--- src/hdl/ttlc_pkg.sv ---
// ---------------------------------------------------------------------------
// ttlc_pkg
// Shared types, codes and helpers for the expiry-ordered TTL cache.
// ---------------------------------------------------------------------------
package ttlc_pkg;

  localparam int MaxEntries = 32;
  localparam int IdxW       = $clog2(MaxEntries);
  localparam int CntW       = $clog2(MaxEntries + 1);
  localparam int CapW       = 6;
  localparam int WordW      = 32;
  localparam int CfgIdxW    = 1;
  localparam int EvcW       = 6;

  localparam logic [CfgIdxW-1:0] CFG_CAPACITY = 1'd0;
  localparam logic [CfgIdxW-1:0] CFG_LIFETIME = 1'd1;

  localparam logic [CapW-1:0]  CAP_RESET  = 6'd20;
  localparam logic [WordW-1:0] LIFE_RESET = 32'd600000;

  localparam logic [1:0] CMD_LOOKUP = 2'd0;
  localparam logic [1:0] CMD_INSERT = 2'd1;
  localparam logic [1:0] CMD_TICK   = 2'd2;

  localparam logic [2:0] ST_MISS    = 3'd0;
  localparam logic [2:0] ST_HIT     = 3'd1;
  localparam logic [2:0] ST_REFRESH = 3'd2;
  localparam logic [2:0] ST_INSERT  = 3'd3;
  localparam logic [2:0] ST_TICK    = 3'd4;

  typedef struct packed {
    logic [WordW-1:0] key;
    logic [WordW-1:0] handle;
    logic [WordW-1:0] expiry;
  } entry_t;

  // controller -> datapath
  typedef struct packed {
    logic       start;
    logic       tick;
    logic       search;
    logic       take_data;
    logic       bubble;
    logic       drop_rd;
    logic       drop;
    logic       append;
    logic       set_status;
    logic [2:0] code;
    logic       out_load;
  } ttlc_cmd_t;

  // datapath -> controller
  typedef struct packed {
    logic hit;
    logic miss;
    logic bub_done;
    logic expired;
    logic full;
  } ttlc_sts_t;

  function automatic logic [WordW-1:0] sat_add(input logic [WordW-1:0] a,
                                               input logic [WordW-1:0] b);
    logic [WordW:0] s;
    s = {1'b0, a} + {1'b0, b};
    return s[WordW] ? '1 : s[WordW-1:0];
  endfunction

endpackage

--- src/hdl/ttlc_dp.sv ---
// ---------------------------------------------------------------------------
// ttlc_dp
// Datapath: entry memory kept as a ring (head pointer plus count), time,
// config registers, carried entry for the bubble pass and result registers.
// ---------------------------------------------------------------------------
module ttlc_dp (
  input  logic                          clk_i,
  input  logic                          rst_ni,
  input  ttlc_pkg::ttlc_cmd_t           cmd_i,
  output ttlc_pkg::ttlc_sts_t           sts_o,
  input  logic [ttlc_pkg::WordW-1:0]    key_i,
  input  logic [ttlc_pkg::WordW-1:0]    data_handle_i,
  input  logic                          cfg_we_i,
  input  logic [ttlc_pkg::CfgIdxW-1:0]  cfg_idx_i,
  input  logic [ttlc_pkg::WordW-1:0]    cfg_data_i,
  output logic [2:0]                    status_o,
  output logic [ttlc_pkg::WordW-1:0]    data_out_o,
  output logic [ttlc_pkg::EvcW-1:0]     evicted_count_o
);

  ttlc_pkg::entry_t mem [ttlc_pkg::MaxEntries];

  logic [ttlc_pkg::IdxW-1:0]  head_q;
  logic [ttlc_pkg::CntW-1:0]  count_q, idx_q, cur_q, cap_eff;
  logic [ttlc_pkg::CapW-1:0]  cap_q;
  logic [ttlc_pkg::WordW-1:0] life_q, time_q, key_q, hdl_q, res_data_q;
  logic [ttlc_pkg::EvcW-1:0]  evict_q;
  logic [2:0]                 res_status_q;
  logic                       rdv_q;
  ttlc_pkg::entry_t           rd_q, car_q, wd;
  logic [ttlc_pkg::IdxW-1:0]  ra, wa;
  logic                       we, swap;

  always_comb begin
    if (cap_q == '0) begin
      cap_eff = ttlc_pkg::CntW'(1);
    end else if (int'(cap_q) > ttlc_pkg::MaxEntries) begin
      cap_eff = ttlc_pkg::CntW'(ttlc_pkg::MaxEntries);
    end else begin
      cap_eff = ttlc_pkg::CntW'(cap_q);
    end
  end

  // next entry moves ahead of the carried one when it expires earlier
  assign swap = rdv_q && (rd_q.expiry < car_q.expiry);

  assign sts_o.hit      = rdv_q && (rd_q.key == key_q);
  assign sts_o.miss     = !rdv_q && (idx_q >= count_q);
  assign sts_o.bub_done = !rdv_q;
  assign sts_o.expired  = (count_q != '0) && (rd_q.expiry < time_q);
  assign sts_o.full     = count_q >= cap_eff;

  assign ra = cmd_i.drop_rd ? head_q : head_q + idx_q[ttlc_pkg::IdxW-1:0];

  always_comb begin
    we = 1'b0;
    wa = head_q + cur_q[ttlc_pkg::IdxW-1:0];
    wd = swap ? rd_q : car_q;
    if (cmd_i.bubble) begin
      we = 1'b1;
    end else if (cmd_i.append && (int'(count_q) < ttlc_pkg::MaxEntries)) begin
      we        = 1'b1;
      wa        = head_q + count_q[ttlc_pkg::IdxW-1:0];
      wd.key    = key_q;
      wd.handle = hdl_q;
      wd.expiry = ttlc_pkg::sat_add(time_q, life_q);
    end
  end

  always_ff @(posedge clk_i) begin
    if (we) begin
      mem[wa] <= wd;
    end
    rd_q <= mem[ra];
  end

  always_ff @(posedge clk_i or negedge rst_ni) begin
    if (!rst_ni) begin
      head_q  <= '0;
      count_q <= '0;
      time_q  <= '0;
      cap_q   <= ttlc_pkg::CAP_RESET;
      life_q  <= ttlc_pkg::LIFE_RESET;
      rdv_q   <= 1'b0;
      idx_q   <= '0;
    end else begin
      if (cfg_we_i) begin
        case (cfg_idx_i)
          ttlc_pkg::CFG_CAPACITY: cap_q  <= cfg_data_i[ttlc_pkg::CapW-1:0];
          ttlc_pkg::CFG_LIFETIME: life_q <= cfg_data_i;
          default: ;
        endcase
      end
      if (cmd_i.tick && (time_q != '1)) begin
        time_q <= time_q + 1'b1;
      end
      if (cmd_i.start) begin
        idx_q <= '0;
        rdv_q <= 1'b0;
      end else if (cmd_i.search || cmd_i.bubble) begin
        rdv_q <= idx_q < count_q;
        if (idx_q < count_q) begin
          idx_q <= idx_q + 1'b1;
        end
      end
      if (cmd_i.drop) begin
        head_q  <= head_q + 1'b1;
        count_q <= count_q - 1'b1;
      end else if (cmd_i.append && (int'(count_q) < ttlc_pkg::MaxEntries)) begin
        count_q <= count_q + 1'b1;
      end
    end
  end

  always_ff @(posedge clk_i) begin
    if (cmd_i.start) begin
      key_q        <= key_i;
      hdl_q        <= data_handle_i;
      res_status_q <= cmd_i.set_status ? cmd_i.code : ttlc_pkg::ST_MISS;
      res_data_q   <= '0;
      evict_q      <= '0;
    end else begin
      if (cmd_i.set_status) begin
        res_status_q <= cmd_i.code;
      end
      if (cmd_i.drop && (evict_q != '1)) begin
        evict_q <= evict_q + 1'b1;
      end
    end
    // hit: idx_q already points one past the matching entry
    if (cmd_i.search && sts_o.hit) begin
      car_q.key    <= rd_q.key;
      car_q.handle <= rd_q.handle;
      car_q.expiry <= ttlc_pkg::sat_add(rd_q.expiry, life_q);
      cur_q        <= idx_q - 1'b1;
      if (cmd_i.take_data) begin
        res_data_q <= rd_q.handle;
      end
    end else if (cmd_i.bubble && rdv_q) begin
      cur_q <= cur_q + 1'b1;
      if (!swap) begin
        car_q <= rd_q;
      end
    end
    if (cmd_i.out_load) begin
      status_o        <= res_status_q;
      data_out_o      <= res_data_q;
      evicted_count_o <= evict_q;
    end
  end

endmodule

--- src/hdl/ttlc_ctrl.sv ---
// ---------------------------------------------------------------------------
// ttlc_ctrl
// Sequencer: key search, bubble pass, front drops, append, result handoff.
// ---------------------------------------------------------------------------
module ttlc_ctrl (
  input  logic                clk_i,
  input  logic                rst_ni,
  input  logic                in_valid_i,
  output logic                in_stall_o,
  input  logic [1:0]          command_i,
  output logic                out_valid_o,
  input  logic                out_stall_i,
  output ttlc_pkg::ttlc_cmd_t cmd_o,
  input  ttlc_pkg::ttlc_sts_t sts_i
);

  typedef enum logic [2:0] {
    S_IDLE,
    S_SEARCH,
    S_BUBBLE,
    S_DROP_RD,
    S_DROP_CHK,
    S_APPEND,
    S_FIN
  } state_e;

  state_e     state_q, state_d;
  logic [1:0] op_q;
  logic       out_valid_q, out_valid_d;
  logic       accept;

  assign accept      = in_valid_i && (state_q == S_IDLE);
  assign in_stall_o  = state_q != S_IDLE;
  assign out_valid_o = out_valid_q;

  always_comb begin
    cmd_o       = '0;
    state_d     = state_q;
    out_valid_d = out_valid_q && out_stall_i;
    case (state_q)
      S_IDLE: begin
        if (accept) begin
          cmd_o.start = 1'b1;
          case (command_i)
            ttlc_pkg::CMD_LOOKUP, ttlc_pkg::CMD_INSERT: state_d = S_SEARCH;
            ttlc_pkg::CMD_TICK: begin
              cmd_o.tick = 1'b1;
              state_d    = S_FIN;
            end
            default: state_d = S_FIN;
          endcase
        end
      end
      S_SEARCH: begin
        cmd_o.search    = 1'b1;
        cmd_o.take_data = op_q == ttlc_pkg::CMD_LOOKUP;
        if (sts_i.hit) begin
          cmd_o.set_status = 1'b1;
          cmd_o.code       = (op_q == ttlc_pkg::CMD_LOOKUP) ? ttlc_pkg::ST_HIT
                                                            : ttlc_pkg::ST_REFRESH;
          state_d          = S_BUBBLE;
        end else if (sts_i.miss) begin
          if (op_q != ttlc_pkg::CMD_INSERT) begin
            state_d = S_FIN;
          end else if (sts_i.full) begin
            state_d = S_DROP_RD;
          end else begin
            state_d = S_APPEND;
          end
        end
      end
      S_BUBBLE: begin
        cmd_o.bubble = 1'b1;
        if (sts_i.bub_done) begin
          state_d = S_FIN;
        end
      end
      S_DROP_RD: begin
        cmd_o.drop_rd = 1'b1;
        state_d       = S_DROP_CHK;
      end
      S_DROP_CHK: begin
        if (sts_i.expired) begin
          cmd_o.drop = 1'b1;
          state_d    = S_DROP_RD;
        end else begin
          cmd_o.drop = sts_i.full;
          state_d    = S_APPEND;
        end
      end
      S_APPEND: begin
        cmd_o.append     = 1'b1;
        cmd_o.set_status = 1'b1;
        cmd_o.code       = ttlc_pkg::ST_INSERT;
        state_d          = S_FIN;
      end
      S_FIN: begin
        if (!out_valid_q || !out_stall_i) begin
          cmd_o.out_load = 1'b1;
          out_valid_d    = 1'b1;
          state_d        = S_IDLE;
        end
      end
      default: state_d = S_IDLE;
    endcase
    if (accept && (command_i == ttlc_pkg::CMD_TICK)) begin
      cmd_o.set_status = 1'b1;
      cmd_o.code       = ttlc_pkg::ST_TICK;
    end
  end

  always_ff @(posedge clk_i or negedge rst_ni) begin
    if (!rst_ni) begin
      state_q     <= S_IDLE;
      op_q        <= ttlc_pkg::CMD_LOOKUP;
      out_valid_q <= 1'b0;
    end else begin
      state_q     <= state_d;
      out_valid_q <= out_valid_d;
      if (accept) begin
        op_q <= command_i;
      end
    end
  end

endmodule

--- src/hdl/expiry_ordered_ttl_cache_core.sv ---
// ---------------------------------------------------------------------------
// expiry_ordered_ttl_cache_core
// Keyed TTL cache over a 32-entry ring memory, one request at a time.
// ---------------------------------------------------------------------------
// A lookup or insert first searches the entries for the key; a hit refreshes the entry's
// expiry and bubbles it back into expiry order, and an insert miss appends, after first
// checking front entries for eviction when the table is full. Tick and unused commands
// go straight to the result hand off.
// One request at a time: the next is taken once the result sits in the output register.
// Reset empties the cache, zeroes time, sets capacity 20 and lifetime 600000.
module expiry_ordered_ttl_cache_core (
  input  logic                          clk_i,
  input  logic                          rst_ni,
  input  logic                          in_valid_i,
  output logic                          in_stall_o,
  input  logic [1:0]                    command_i,
  input  logic [ttlc_pkg::WordW-1:0]    key_i,
  input  logic [ttlc_pkg::WordW-1:0]    data_handle_i,
  output logic                          out_valid_o,
  input  logic                          out_stall_i,
  output logic [2:0]                    status_o,
  output logic [ttlc_pkg::WordW-1:0]    data_out_o,
  output logic [ttlc_pkg::EvcW-1:0]     evicted_count_o,
  input  logic                          cfg_we_i,
  input  logic [ttlc_pkg::CfgIdxW-1:0]  cfg_idx_i,
  input  logic [ttlc_pkg::WordW-1:0]    cfg_data_i
);

  ttlc_pkg::ttlc_cmd_t cmd;
  ttlc_pkg::ttlc_sts_t sts;

  ttlc_ctrl u_ctrl (
    .clk_i       (clk_i),
    .rst_ni      (rst_ni),
    .in_valid_i  (in_valid_i),
    .in_stall_o  (in_stall_o),
    .command_i   (command_i),
    .out_valid_o (out_valid_o),
    .out_stall_i (out_stall_i),
    .cmd_o       (cmd),
    .sts_i       (sts)
  );

  ttlc_dp u_dp (
    .clk_i           (clk_i),
    .rst_ni          (rst_ni),
    .cmd_i           (cmd),
    .sts_o           (sts),
    .key_i           (key_i),
    .data_handle_i   (data_handle_i),
    .cfg_we_i        (cfg_we_i),
    .cfg_idx_i       (cfg_idx_i),
    .cfg_data_i      (cfg_data_i),
    .status_o        (status_o),
    .data_out_o      (data_out_o),
    .evicted_count_o (evicted_count_o)
  );

  // one request in flight: taking a request closes the input next cycle
  a_one_req: assert property (@(posedge clk_i) disable iff (!rst_ni)
    (in_valid_i && !in_stall_o) |=> in_stall_o)
    else $error("request taken while busy");

  // evictions are reported only by an insert
  a_evict_insert: assert property (@(posedge clk_i) disable iff (!rst_ni)
    (out_valid_o && (evicted_count_o != '0)) |-> (status_o == ttlc_pkg::ST_INSERT))
    else $error("eviction count on non-insert result");

  // handle is returned only on a lookup hit
  a_data_hit: assert property (@(posedge clk_i) disable iff (!rst_ni)
    (out_valid_o && (status_o != ttlc_pkg::ST_HIT)) |-> (data_out_o == '0))
    else $error("data returned without a hit");

endmodule
--- config.mk ---
export PLATFORM = sky130hd
export DESIGN_NAME = expiry_ordered_ttl_cache_core
export DESIGN_NICKNAME = d
export VERILOG_FILES = /design/src/hdl/ttlc_pkg.sv /design/src/hdl/ttlc_dp.sv /design/src/hdl/ttlc_ctrl.sv /design/src/hdl/expiry_ordered_ttl_cache_core.sv
export SDC_FILE = /design/constraint.sdc
export NUM_CORES = 2
export LEC_CHECK = 0
export ABC_CLOCK_PERIOD_IN_PS = 9010
export BUFFER_PORTS_ARGS = -buffer_cell sky130_fd_sc_hd__clkbuf_2
export CAP_MARGIN = 25
export CORE_MARGIN = 2
export CORE_UTILIZATION = 50
export CTS_CLUSTER_DIAMETER = 100
export DETAILED_ROUTE_END_ITERATION = 6
export GPL_ROUTABILITY_DRIVEN = 0
export PLACE_DENSITY = 0.65
export SLEW_MARGIN = 20
export SYNTH_ARGS = -nofsm -noshare
export SYNTH_HDL_FRONTEND = slang
export SYNTH_SLANG_ARGS = --single-unit
--- constraint.sdc ---
create_clock -name clk_i -period 9.01 [get_ports clk_i]
set_clock_uncertainty 0.05 [all_clocks]
set_input_delay 0.4505 -clock clk_i [delete_from_list [all_inputs] [get_ports clk_i]]
set_output_delay 0.4505 -clock clk_i [all_outputs]
set_load 0.02 [all_outputs]
======== After elaboration in Yosys (flattened, before gate mapping) ========
Memories as Yosys holds them, arrays and structs flattened. A register that Yosys moved wholly into a read port is not among the register bits.
Index checks and enable logic that the tools add are counted.
word-level totals
  logic and storage cells ................. 154
  memories ................................ 1
  RAM bits ................................ 3072
  input bits .............................. 104
  bits in registers ....................... 342
  output and inout port bits .............. 43
operators by class
  $lt $le $gt $ge ......................... 7
  reductions and logical operators ........ 34
  multiplexer cells ....................... 59
  equality and inequality tests ........... 17
  add/sub/neg operators ................... 13
  bitwise operators ....................... 1
memory list
  memory    words  bits a word  rd ports  clocked after memory_dff  write ports  line           text
  u_dp.mem  32     96           1         1                         1            ttlc_dp.sv:21  ttlc_pkg::entry_t mem [ttlc_pkg::MaxEntries];
operators with widths
  kind                                              count
  two-way mux 96 bit                                6
  two-way mux 32 bit                                5
  adder 32 x 32 -> 33 bit                           2
  < comparator 32 bit                               2
  two-way mux 6 bit                                 9
  two-way mux 3 bit                                 12
  adder 32 x 1 -> 32 bit, second input constant     1
  == test 32 bit                                    1
  inequality test 32 bit, second input constant     1
  adder 6 x 1 -> 6 bit, second input constant       4
  one-hot mux 3 bit (7 select lines)                1
  two-way mux 1 bit                                 16
  adder 5 bit                                       3
  two-way mux 5 bit                                 3
  >= comparator 6 bit                               2
  logical AND 1 bit                                 12
  subtractor 6 x 1 -> 6 bit, second input constant  2
  nonzero test 2 bit                                5
  == test 3 bit, second input constant              3
  two-way mux 2 bit                                 4
  two-way mux 4 bit                                 2
  one-hot mux 4 bit (2 select lines)                1
  AND reduction 2 bit                               4
  == test 3 x 2 -> 1 bit, second input constant     2
  other kinds (21)                                  28

======== Depth between registers and ports, before layout ========
  word-level depth ........................ 9
  mapped depth ............................ 21
  depth with buffers taken out ............ 19

======== Hierarchy ========
Synthesis repeated with hierarchy kept, for this count alone.
second synthesis, totals
  cell total of the unflattened synthesis .. 7707
  area total of the unflattened synthesis .. 139790.3 sq um
by module, submodules not included
  module     sequential area each (sq um)  area each (sq um)  times used  cells each
  ttlc_dp    103421.7                      139273.6           1           7643
  ttlc_ctrl  150.1                         516.7              1           64

======== Least setup slack after synthesis ========
OpenSTA, ideal clock, no wires.
  path type ............................... flip-flop to flip-flop
  start ................................... register u_dp.head_q[0] (netlist bit)
  end ..................................... memory u_dp.mem[0][0] (netlist bit), enable pin
  arrival time ............................ 6.210 ns
  setup slack ............................. 2.198 ns
  clock period less this slack ............ 6.812 ns
  library setup time ...................... 0.552 ns
  data required time ...................... 8.408 ns
  buffers on the path ..................... 0
  stages on the path, launching flop included .. 11
  cell sequence ........................... dfrtp_1 ha_1 fa_1 a21o_1 a21oi_1 xnor2_1 nor2_1 a21oi_1 xor2_1 nand2_1 nor2_1
on the way
  word-level cells in the longest chain between the ends .. 3
RTL lines
  element                                line                          text
  from (decl)                            ttlc_dp.sv:23                 logic [ttlc_pkg::IdxW-1:0] head_q;
  from (signal assigned)                 ttlc_dp.sv:107                head_q <= head_q + 1'b1;
  adder 5 bit, on equally long branches  ttlc_dp.sv:57, ttlc_dp.sv:63
  two-way mux 5 bit                      ttlc_dp.sv:61                 end else if (cmd_i.append && (int'(count_q) < ttlc_pkg::MaxEntries)) begin
  two-way mux 5 bit *                    ttlc_dp.sv:59                 if (cmd_i.bubble) begin
  to (decl)                              ttlc_dp.sv:21
Mark *: on every way between the ends. The rest lies on a longest branch, timed or not.

======== Final worst setup path ========
  start ................................... register u_dp.key_q[6] (netlist bit)
  end ..................................... register u_dp.car_q[17] (netlist bit), data pin
on the way
  word-level cells in the longest chain between the ends .. 4
RTL lines
  element                 line            text
  from (decl)             ttlc_dp.sv:26   logic [ttlc_pkg::WordW-1:0] life_q, time_q, key_q, hdl_q, res_data_q;
  from (signal assigned)  ttlc_dp.sv:117  key_q <= key_i;
  == test 32 bit          ttlc_dp.sv:47   assign sts_o.hit = rdv_q && (rd_q.key == key_q);
  logical AND 1 bit       ttlc_dp.sv:47
  logical AND 1 bit       ttlc_dp.sv:131  if (cmd_i.search && sts_o.hit) begin
  two-way mux 96 bit      ttlc_dp.sv:131
  to (signal assigned)    ttlc_dp.sv:142  car_q <= rd_q;
  to (decl)               ttlc_dp.sv:30   ttlc_pkg::entry_t rd_q, car_q, wd;
No other way between the ends.
A chain may end at the register's enable or synchronous reset.

==> metrics.yaml <==
synthesis:
  async_flop_share_pct: 2.68
  yosys_register_bits: 3509
  ys_seq_area_share_pct: 74.0
  synth_area_leader_cell: "edfxtp_1"
  synthDistinctLibCells: 77
  synthesis.area_um2: 140000
  yosysTopAreaCellShare_pct: 70.4
  synthCells: 7038
  avgSynthCellArea_um2: 19.9
  synth-edff-count: 3281
  synth_area_leaders: "edfxtp_1 70%, mux4_2 12%, mux2i_1 2.1%, dfxtp_1 1.9%, mux2_2 1.9%"
  synth_ff_type: "edfxtp_1"
  yosysWarnings: 0
  synthesis.nets: 7308
power_and_ir_drop:
  p_int_mw: 43.4
  switching_share_pct: 34.7
  seq_power_share_pct: 34.6
  max-vdd-ir-drop_uv: 677
  power_frac_comb_pct: 43.6
  p_leak_nw: 53.0
  switchingPower_mw: 23.0
  power.share.clock_pct: 21.8
  p_per_area_nw_per_um2: 418
setup_path:
  path_cells: "xor2_1 > nor4_1 > nand4_1 > nor3_2 > nor3b_4 > buf_4 > nand4b_1 > a31oi_4 > a21oi_1"
  r2r_end: "u_dp.car_q[17]"
  slowest_stage: "nor4_1"
  cp-start-kind: "flip-flop"
  crit_buf_inv: 1
  critPathTopFamily: "simple AND/OR/NAND/NOR gates"
  crit_type: "reg -> reg"
  path_depth: 9
  worstPathArrival_ns: 6.19
  cp-endpoint: "u_dp.car_q[17]"
  critical-path-max-stage-delay_ns: 0.86
  r2r-start: "u_dp.key_q[6]"
  rrSetupSlack_ns: 3.33
  worstSetupStartpoint: "u_dp.key_q[6]"
  worstPathRequired_ns: 9.52
  endpoint_kind: "flip-flop"
  rr_worst_depth: 9
  cp_max_fo: 33
flow_run:
  maxCapViolCount: 0
clock_network:
  cts_tree: "yes"
  clk_pin_slew_ns: 0.06
  post_cts_buffers: 0
  clockBufferDepth: 4
  root_buffer: "clkbuf_16"
  cts_made_buffers: 354
  clock_latency_ns: 0.90
  clock-sinks: 3509
  htree_num_levels: 5
timing:
  hold_violations: 0
  rsz0062_at_grt: "no"
  tns_ns: 0
  fmax_mhz: 176
  maxSlewHeadroom_pct: 12.5
  timing.hold.ws_ns: 0.0489
  finalMaxSlewViolations: 0
  fin_crit_sh_pct: 63.0
  tightestPinTransition_ns: 1.31
  setup_viol: 0
  fin_crit_ns: 5.68
drt:
  wl_um: 359000
  wl_per_cell_um: 31.1
  via_per_inst: 6.24
  ant_nets: 0
  post-route-drc-count: 0
  num_vias: 72000
  drtPass1Iterations: 6
  drt_iter0_drc: 8991
final_layout:
  final_area_um2: 159000
  areaGrowthSynthToFinish_pct: 13.3
  final_cell_mix: "3281 x edfxtp_1, 768 x mux4_2, 396 x nand2_1"
  stdcell_count: 11500
  final_common_cell: "edfxtp_1"
  drive_gt1_share_pct: 25.2
  nFillCells: 20600
  layout.nets: 7792
global_route:
  antenna_found_initial: 6
  gr-total-overflow: 0
  grt_max_degree: 140
  grt.total_usage_pct: 25.1
  grt_pass1_wl_um: 514000
  first_global_vias: 72300
place:
  place_hpwl_um: 173000
  port_buffers: 146
  dpl-instance-area_um2: 146000
  dp.cells: 10800
min_path:
  hold_path_class: "in -> async"
floorplan:
  fp.dieW_um: 533
  core_area_um2: 279000
  initial_core_util_pct: 50.2
  die_height_um: 533
  num_rows: 194
  dieArea_um2: 284000
  ioPinCount: 147
outcome:
  status: "finished clean"
[cell type report]
class | instances | area, µm² | area share, %
sequential | 3509 | 104000 | 65.3
multi-input combinational | 3079 | 34500 | 21.8
clock buffer | 487 | 9820 | 6.19
tap | 3724 | 4660 | 2.94
timing repair buffer | 472 | 4140 | 2.61
clock inverter | 160 | 1530 | 0.964
inverter | 106 | 403 | 0.254
antenna | 5 | 12.5 | 0.00789
[worst reg2reg max path: cells and delay by family (launching register included)]
kind	cells	cell delay (ns)
flops	1	0.42
buf+inv	1	0.49
xor+xnor	1	0.20
compound gates	2	1.03
simple gates	5	3.16
[power by group through the flow]
stage               sequential, mW  combinational [mW]  clock (mW)
floorplan                     23.2                21.7           0
global placement              23.2                28.4           0
detailed placement            23.3                28.9           0
CTS                           22.9                29.1        14.7
global route                  23.1                31.2        15.3
finish                        22.9                28.9        14.5
[flip-flops by register name (all words and copies together) (netlist names), 6 cells and up]
name                  count
u_dp.rd_q                96
u_dp.evicted_count_o      6
u_dp.cap_q                6
u_dp.time_q              32
u_dp.count_q              6
u_dp.res_data_q          32
u_dp.hdl_q               32
u_dp.mem               3072
u_dp.car_q               96
u_dp.key_q               32
u_dp.life_q              32
u_dp.data_out_o          32
u_dp.evict_q              6
u_dp.idx_q                6
[stage by stage]
stage | power [mW] | util (%) | setup slack, ns
after global placement | 51.6 | 52.3 | 3.48
after floorplan | 44.9 | - | 2.20
final | 66.3 | 56.9 | 3.33
after global routing | 69.5 | 56.9 | 3.22
after CTS | 66.7 | 56.8 | 3.36
after detailed placement | 52.2 | 52.4 | 3.41
[worst min-delay path by stage]
stage,start,endpoint,slack [ns],cells past startpoint
floorplan,rst_ni,u_ctrl.op_q[0],0.10,0
global placement,u_dp.res_status_q[0],u_dp.status_o[0],0.36,0
detailed placement,u_dp.res_status_q[0],u_dp.status_o[0],0.36,0
CTS,cfg_we_i,u_dp.cap_q[5],0.007,3
global route,rst_ni,u_dp.time_q[10],0.07,2
finish,rst_ni,u_dp.time_q[10],0.05,2
[routing by layer]
metal	wire length, µm	track usage (%)
met3	27100	3.00
met1	154000	37.6
met5	0	0
met4	8070	5.91
met2	170000	39.7
[synthesized netlist by cell type, types with 62 or more instances]
cell type / number
dfrtp_1: 84
nor2_1: 136
xnor2_1: 79
buf_6: 62
o21ai_0: 197
mux4_2: 768
mux2_2: 232
nand2_1: 398
o21ai_1: 125
buf_2: 143
dfxtp_1: 134
ha_1: 160
clkbuf_1: 93
o211ai_1: 106
nand3_1: 65
xor2_1: 65
inv_1: 104
mux2i_1: 299
a21oi_1: 114
edfxtp_1: 3281
a21o_1: 63
[repair_timing]
item / in CTS / in global routing
hold endpoints to repair: 142 / 0
gates resized for setup: 0 / 0
hold buffers: 104 / 0
[cell families (layout without fill, tap and decap cells)]
kind of cell / Yosys count / after routing / share of synthesized area (%)
AO/OA/AOI/OAI: 719 / 719 / 3.14
XOR/XNOR: 144 / 144 / 0.901
adder cells (fa/ha/maj): 166 / 166 / 1.52
buffers and inverters: 450 / 1225 / 1.74
flip-flops: 3509 / 3509 / 74.0
multiplexers: 1300 / 1300 / 16.4
other: 0 / 5 / 0
AND/OR/NAND/NOR: 750 / 750 / 2.35
(Power assumes the default switching activity.)
